==> src/hw/rtl/i32alu_pkg.sv <==
// Shared types and codes for the 32-bit scalar ALU.
// No dependencies.
`default_nettype none
package i32alu_pkg;
    localparam int DEF_WORD_BITS = 32;
    localparam int OP_BITS       = 5;
    localparam int FIELD_BITS    = 32;

    typedef enum logic [4:0] {
        OP_ADD = 5'd0,  OP_SUB = 5'd1,  OP_MUL = 5'd2,  OP_DIV = 5'd3,
        OP_MOD = 5'd4,  OP_AND = 5'd5,  OP_OR  = 5'd6,  OP_XOR = 5'd7,
        OP_SHL = 5'd8,  OP_SHR = 5'd9,  OP_MAX = 5'd10, OP_MIN = 5'd11,
        OP_NEG = 5'd12, OP_ABS = 5'd13, OP_NOT = 5'd14, OP_EQ  = 5'd15,
        OP_NE  = 5'd16, OP_LT  = 5'd17, OP_LE  = 5'd18, OP_GT  = 5'd19,
        OP_GE  = 5'd20, OP_SEL = 5'd21
    } op_t;

    typedef enum logic [1:0] {
        ST_OK    = 2'd0,
        ST_DIV0  = 2'd1,
        ST_OVF   = 2'd2,
        ST_SHIFT = 2'd3
    } status_t;
endpackage
`default_nettype wire

==> src/hw/rtl/i32alu_div.sv <==
// Pipelined unsigned restoring divider: one quotient bit per stage.
// Depends on i32alu_pkg. Carries a tag alongside each item; advances when en.
`default_nettype none
module i32alu_div
    import i32alu_pkg::*;
#(
    parameter int W    = DEF_WORD_BITS,
    parameter int TAGW = 8
)
(
    input  wire logic            clk,
    input  wire logic            en,
    input  wire logic [W-1:0]    dividend,
    input  wire logic [W-1:0]    divisor,
    input  wire logic [TAGW-1:0] tag_in,
    output logic [W-1:0]         quotient,
    output logic [W-1:0]         remainder,
    output logic [TAGW-1:0]      tag_out
);
    logic [W-1:0]    q_reg [1:W];
    logic [W-1:0]    r_reg [1:W];
    logic [W-1:0]    d_reg [1:W];
    logic [TAGW-1:0] t_reg [1:W];

    for (genvar s = 0; s < W; s++)
    begin : g_stage
        logic [W-1:0]    q_in, r_in, d_in;
        logic [TAGW-1:0] t_in;
        logic [W:0]      trial;

        // first stage takes the raw inputs, later ones the previous registers
        if (s == 0)
        begin : g_first
            assign q_in = dividend;
            assign r_in = '0;
            assign d_in = divisor;
            assign t_in = tag_in;
        end
        else
        begin : g_next
            assign q_in = q_reg[s];
            assign r_in = r_reg[s];
            assign d_in = d_reg[s];
            assign t_in = t_reg[s];
        end

        assign trial = {r_in, q_in[W-1]} - {1'b0, d_in};
        always_ff @(posedge clk)
        begin
            if (en)
            begin
                if (!trial[W])
                begin
                    r_reg[s+1] <= trial[W-1:0];
                    q_reg[s+1] <= {q_in[W-2:0], 1'b1};
                end
                else
                begin
                    r_reg[s+1] <= {r_in[W-2:0], q_in[W-1]};
                    q_reg[s+1] <= {q_in[W-2:0], 1'b0};
                end
                d_reg[s+1] <= d_in;
                t_reg[s+1] <= t_in;
            end
        end
    end

    assign quotient  = q_reg[W];
    assign remainder = r_reg[W];
    assign tag_out   = t_reg[W];
endmodule
`default_nettype wire

==> config.mk <==
export PLATFORM = sky130hd
export DESIGN_NAME = i32alu_div
export DESIGN_NICKNAME = d
export VERILOG_FILES = /design/src/hw/rtl/i32alu_pkg.sv /design/src/hw/rtl/i32alu_div.sv
export SDC_FILE = /design/constraint.sdc
export NUM_CORES = 2
export LEC_CHECK = 0
export BUFFER_PORTS_ARGS = -buffer_cell sky130_fd_sc_hd__buf_2
export CELL_PAD_IN_SITES_DETAIL_PLACEMENT = 0
export CELL_PAD_IN_SITES_GLOBAL_PLACEMENT = 2
export CORE_ASPECT_RATIO = 1.75
export CORE_MARGIN = 2
export CORE_UTILIZATION = 49
export DETAILED_ROUTE_END_ITERATION = 12
export PLACE_DENSITY_LB_ADDON = 0.1
export SETUP_SLACK_MARGIN = 0.2
export SLEW_MARGIN = 20
export SYNTH_ARGS = -nofsm -noshare
export SYNTH_HDL_FRONTEND = slang
export SYNTH_SLANG_ARGS = --single-unit
export TNS_END_PERCENT = 20
==> constraint.sdc <==
create_clock -name clk -period 7.7 [get_ports clk]
set_clock_uncertainty 0.2 [all_clocks]
set_input_delay 1.155 -clock clk [delete_from_list [all_inputs] [get_ports clk]]
set_output_delay 1.155 -clock clk [all_outputs]
set_load 0.02 [all_outputs]
==> impl_metrics.tcl <==
set metrics [dict create \
    initial_utilization 0.491 \
    p_leak_nw 70.9 \
    r2r_slack_ps 1170 \
    crit_chain "inv_1, ha_1, inv_1, fa_1, a211o_1, a21oi_1, a211oi_1, nor4_1, nor3_1, o21ai_1, a21oi_1, or4b_1, and2_1, buf_4, mux2_2" \
    hpwl_um 306000 \
    ys_types 90 \
    die_h_um 766 \
    critPathKind "flop to flop" \
    finalHoldViolCount 0 \
    fp.dieW_um 440 \
    antenna_found_initial 7 \
    yosysMostFrequentCell "edfxtp_1" \
    area_delta_synth_final_pct 10.5 \
    synth_fa_ha_area_frac 0.0802 \
    h-tree-depth 5 \
    grt_pass1_vias 110016 \
    dr.pass1.iters 6 \
    power_density_nw_per_um2 424 \
    outcome "completed" \
    wirelength_um 397000 \
    synthesis.nets 14015 \
    synth-seq-cells 3296 \
    fin_crit_ps 6530 \
    cp_top_family "simple AND/OR/NAND/NOR gates" \
    rows 280 \
    drt_iter0_markers 3978 \
    slew_viol_final 0 \
    routabilityCongestion 0.910 \
    cts_setup_buffers 0 \
    finalSetupTns_ps 0 \
    ys_top_cells_by_count "edfxtp_1 (3296), inv_1 (1205), ha_1 (994)" \
    vias 100450 \
    clock_sinks 3296 \
    crit_buf_inv 3 \
    ys_seq_area_frac 0.608 \
    critPathLaunchType "flop" \
    synth-xor-area-share 0.0447 \
    cp_slowest_cell "or4b_1" \
    final_antenna_net_count 0 \
    synth_top_family_by_area "compound AO/OA/AOI/OAI gates" \
    tightestPinTransition_ps 1190 \
    critical_path.max_stage_delay_ps 1030 \
    vias_per_cell 5.62 \
    setup_viol 0 \
    final_net_count 14322 \
    yosys.area.top_type "edfxtp_1" \
    cp.required_ps 8150 \
    cts-hold-fix-buffers 0 \
    clkTransAtPathRegs_ps 70 \
    ios 146 \
    grt_max_degree 189 \
    synth-compound-area-share 0.128 \
    dieArea_um2 337000 \
    syn_area_per_cell_um2 12.6 \
    hold_end "q_reg[0][45]$_DFFE_PP_" \
    grt_pass1_wl_um 594000 \
    synth_area_leaders "edfxtp_1 (61%), ha_1 (7.6%), mux2_2 (2.8%)" \
    hold_path_class "primary input to flop" \
    max_freq_mhz 153 \
    slew-limit-headroom 0.199 \
    grt_overflow 0 \
    clock_latency_ps 960 \
    maxCapViolations 0 \
    synth_warnings 0 \
    drt-wirelength-per-cell_um 22.2 \
    drive_above_1_share 0.0941 \
    r2r-end "r_reg[0][94]$_DFFE_PP_" \
    synth_flop_cell "edfxtp_1" \
    cts_resized 0 \
    cts_root_buf "clkbuf_16" \
    critical_path.max_fanout 33 \
    async_reset_ff_frac 0 \
    cts_buffers 318 \
    final_cell_area_um2 180000 \
    core_um2 331000 \
    placed_area_um2 170000 \
    synthMuxAreaShare 0.0310 \
    synth.top_cell.area_share 0.608 \
    peakVddDrop_uv 240 \
    port_buffers 145 \
    synth_cells 12916 \
    synthSimpleGateAreaFrac 0.0727 \
    hp-start "dividend[12]" \
    postLayoutCoreUtil 0.543 \
    rr_startpoint "q_reg[0][63]$_DFFE_PP_" \
    clockBufferDepth 4 \
    cts_tree "built" \
    min_delay_path_depth 1 \
    crit_path_end_kind "flop" \
    synth_edf_count 3296 \
    grt_usage 0.234 \
    rsz0062_at_grt "false" \
    final.period_utilization 0.848 \
    drc 0 \
    r2r.worst_path.cells 15 \
    cp.arrival_ps 6980 \
    netlist_area_um2 163000 \
]
-- layout by cell type (no fill, tap or decap), types with 122 or more instances in the layout --
cell / count
o21ai_0: 871
xor2_1: 374
nand3_1: 130
nand2_1: 901
xnor2_1: 456
o21a_1: 153
a211oi_1: 136
clkbuf_16: 323
inv_1: 1203
nor3_1: 129
buf_2: 144
mux2_2: 406
nor2_1: 583
a21oi_1: 876
a31oi_1: 122
edfxtp_1: 3296
nand2b_1: 138
nor2b_1: 130
a21o_1: 522
ha_1: 994
-- report_power, final --
part	internal, mW	switching (mW)
sequential	25.4	2.04
clock	8.90	6.94
combinational	13.6	19.5
-- final cells by class --
class,count,area [µm²]
clock buffer,378,8290
inverter,1206,4530
antenna,41,103
timing repair buffer,288,2150
tap,4371,5470
sequential,3296,99000
multi-input combinational,8113,58400
fill,27221,151000
clock inverter,192,2050
-- through the flow --
| step | hold slack (ps) | total power [mW] | setup slack (ps) | cells |
|---|---|---|---|---|
| finish | 165 | 76.3 | 1170 | 17885 |
| detailed placement | 205 | 60.9 | 1350 | 17274 |
| global placement | 201 | 60.0 | 205 | 17271 |
| CTS | 90.4 | 76.9 | 1240 | 17844 |
| global route | 108 | 80.7 | 1180 | 17883 |
| floorplan | 200 | 50.2 | 2990 | 12916 |
-- kinds of logic (layout without fill, tap and decap cells) --
family          Yosys count  count (layout)
other cells               0              41
mux                     454             454
fa+ha+maj              1025            1025
flops                  3296            3296
buf+inv                1507            2064
compound gates         3318            3318
simple gates           2486            2486
xor+xnor                830             830
-- per-layer routing --
layer | wire [µm] | up-vias | track usage
li1 | - | 48347 | -
met1 | 96300 | 49178 | 0.146
met2 | 257000 | 1731 | 0.534
met3 | 8140 | 1192 | 0.0231
met4 | 35800 | 2 | 0.182
met5 | 13 | - | 0
-- worst max-delay path by stage --
stage | start | to | slack [ps] | cells past startpoint
floorplan | en | q_reg[0][32]$_DFFE_PP_ | 2990 | 5
CTS | q_reg[0][63]$_DFFE_PP_ | r_reg[0][88]$_DFFE_PP_ | 1240 | 15
detailed placement | q_reg[0][63]$_DFFE_PP_ | r_reg[0][92]$_DFFE_PP_ | 1350 | 15
global placement | q_reg[0][63]$_DFFE_PP_ | r_reg[0][92]$_DFFE_PP_ | 210 | 15
global route | q_reg[0][223]$_DFFE_PP_ | r_reg[0][232]$_DFFE_PP_ | 1180 | 14
finish | q_reg[0][63]$_DFFE_PP_ | r_reg[0][94]$_DFFE_PP_ | 1170 | 15
No activity file was read; power rests on OpenSTA's default activity.
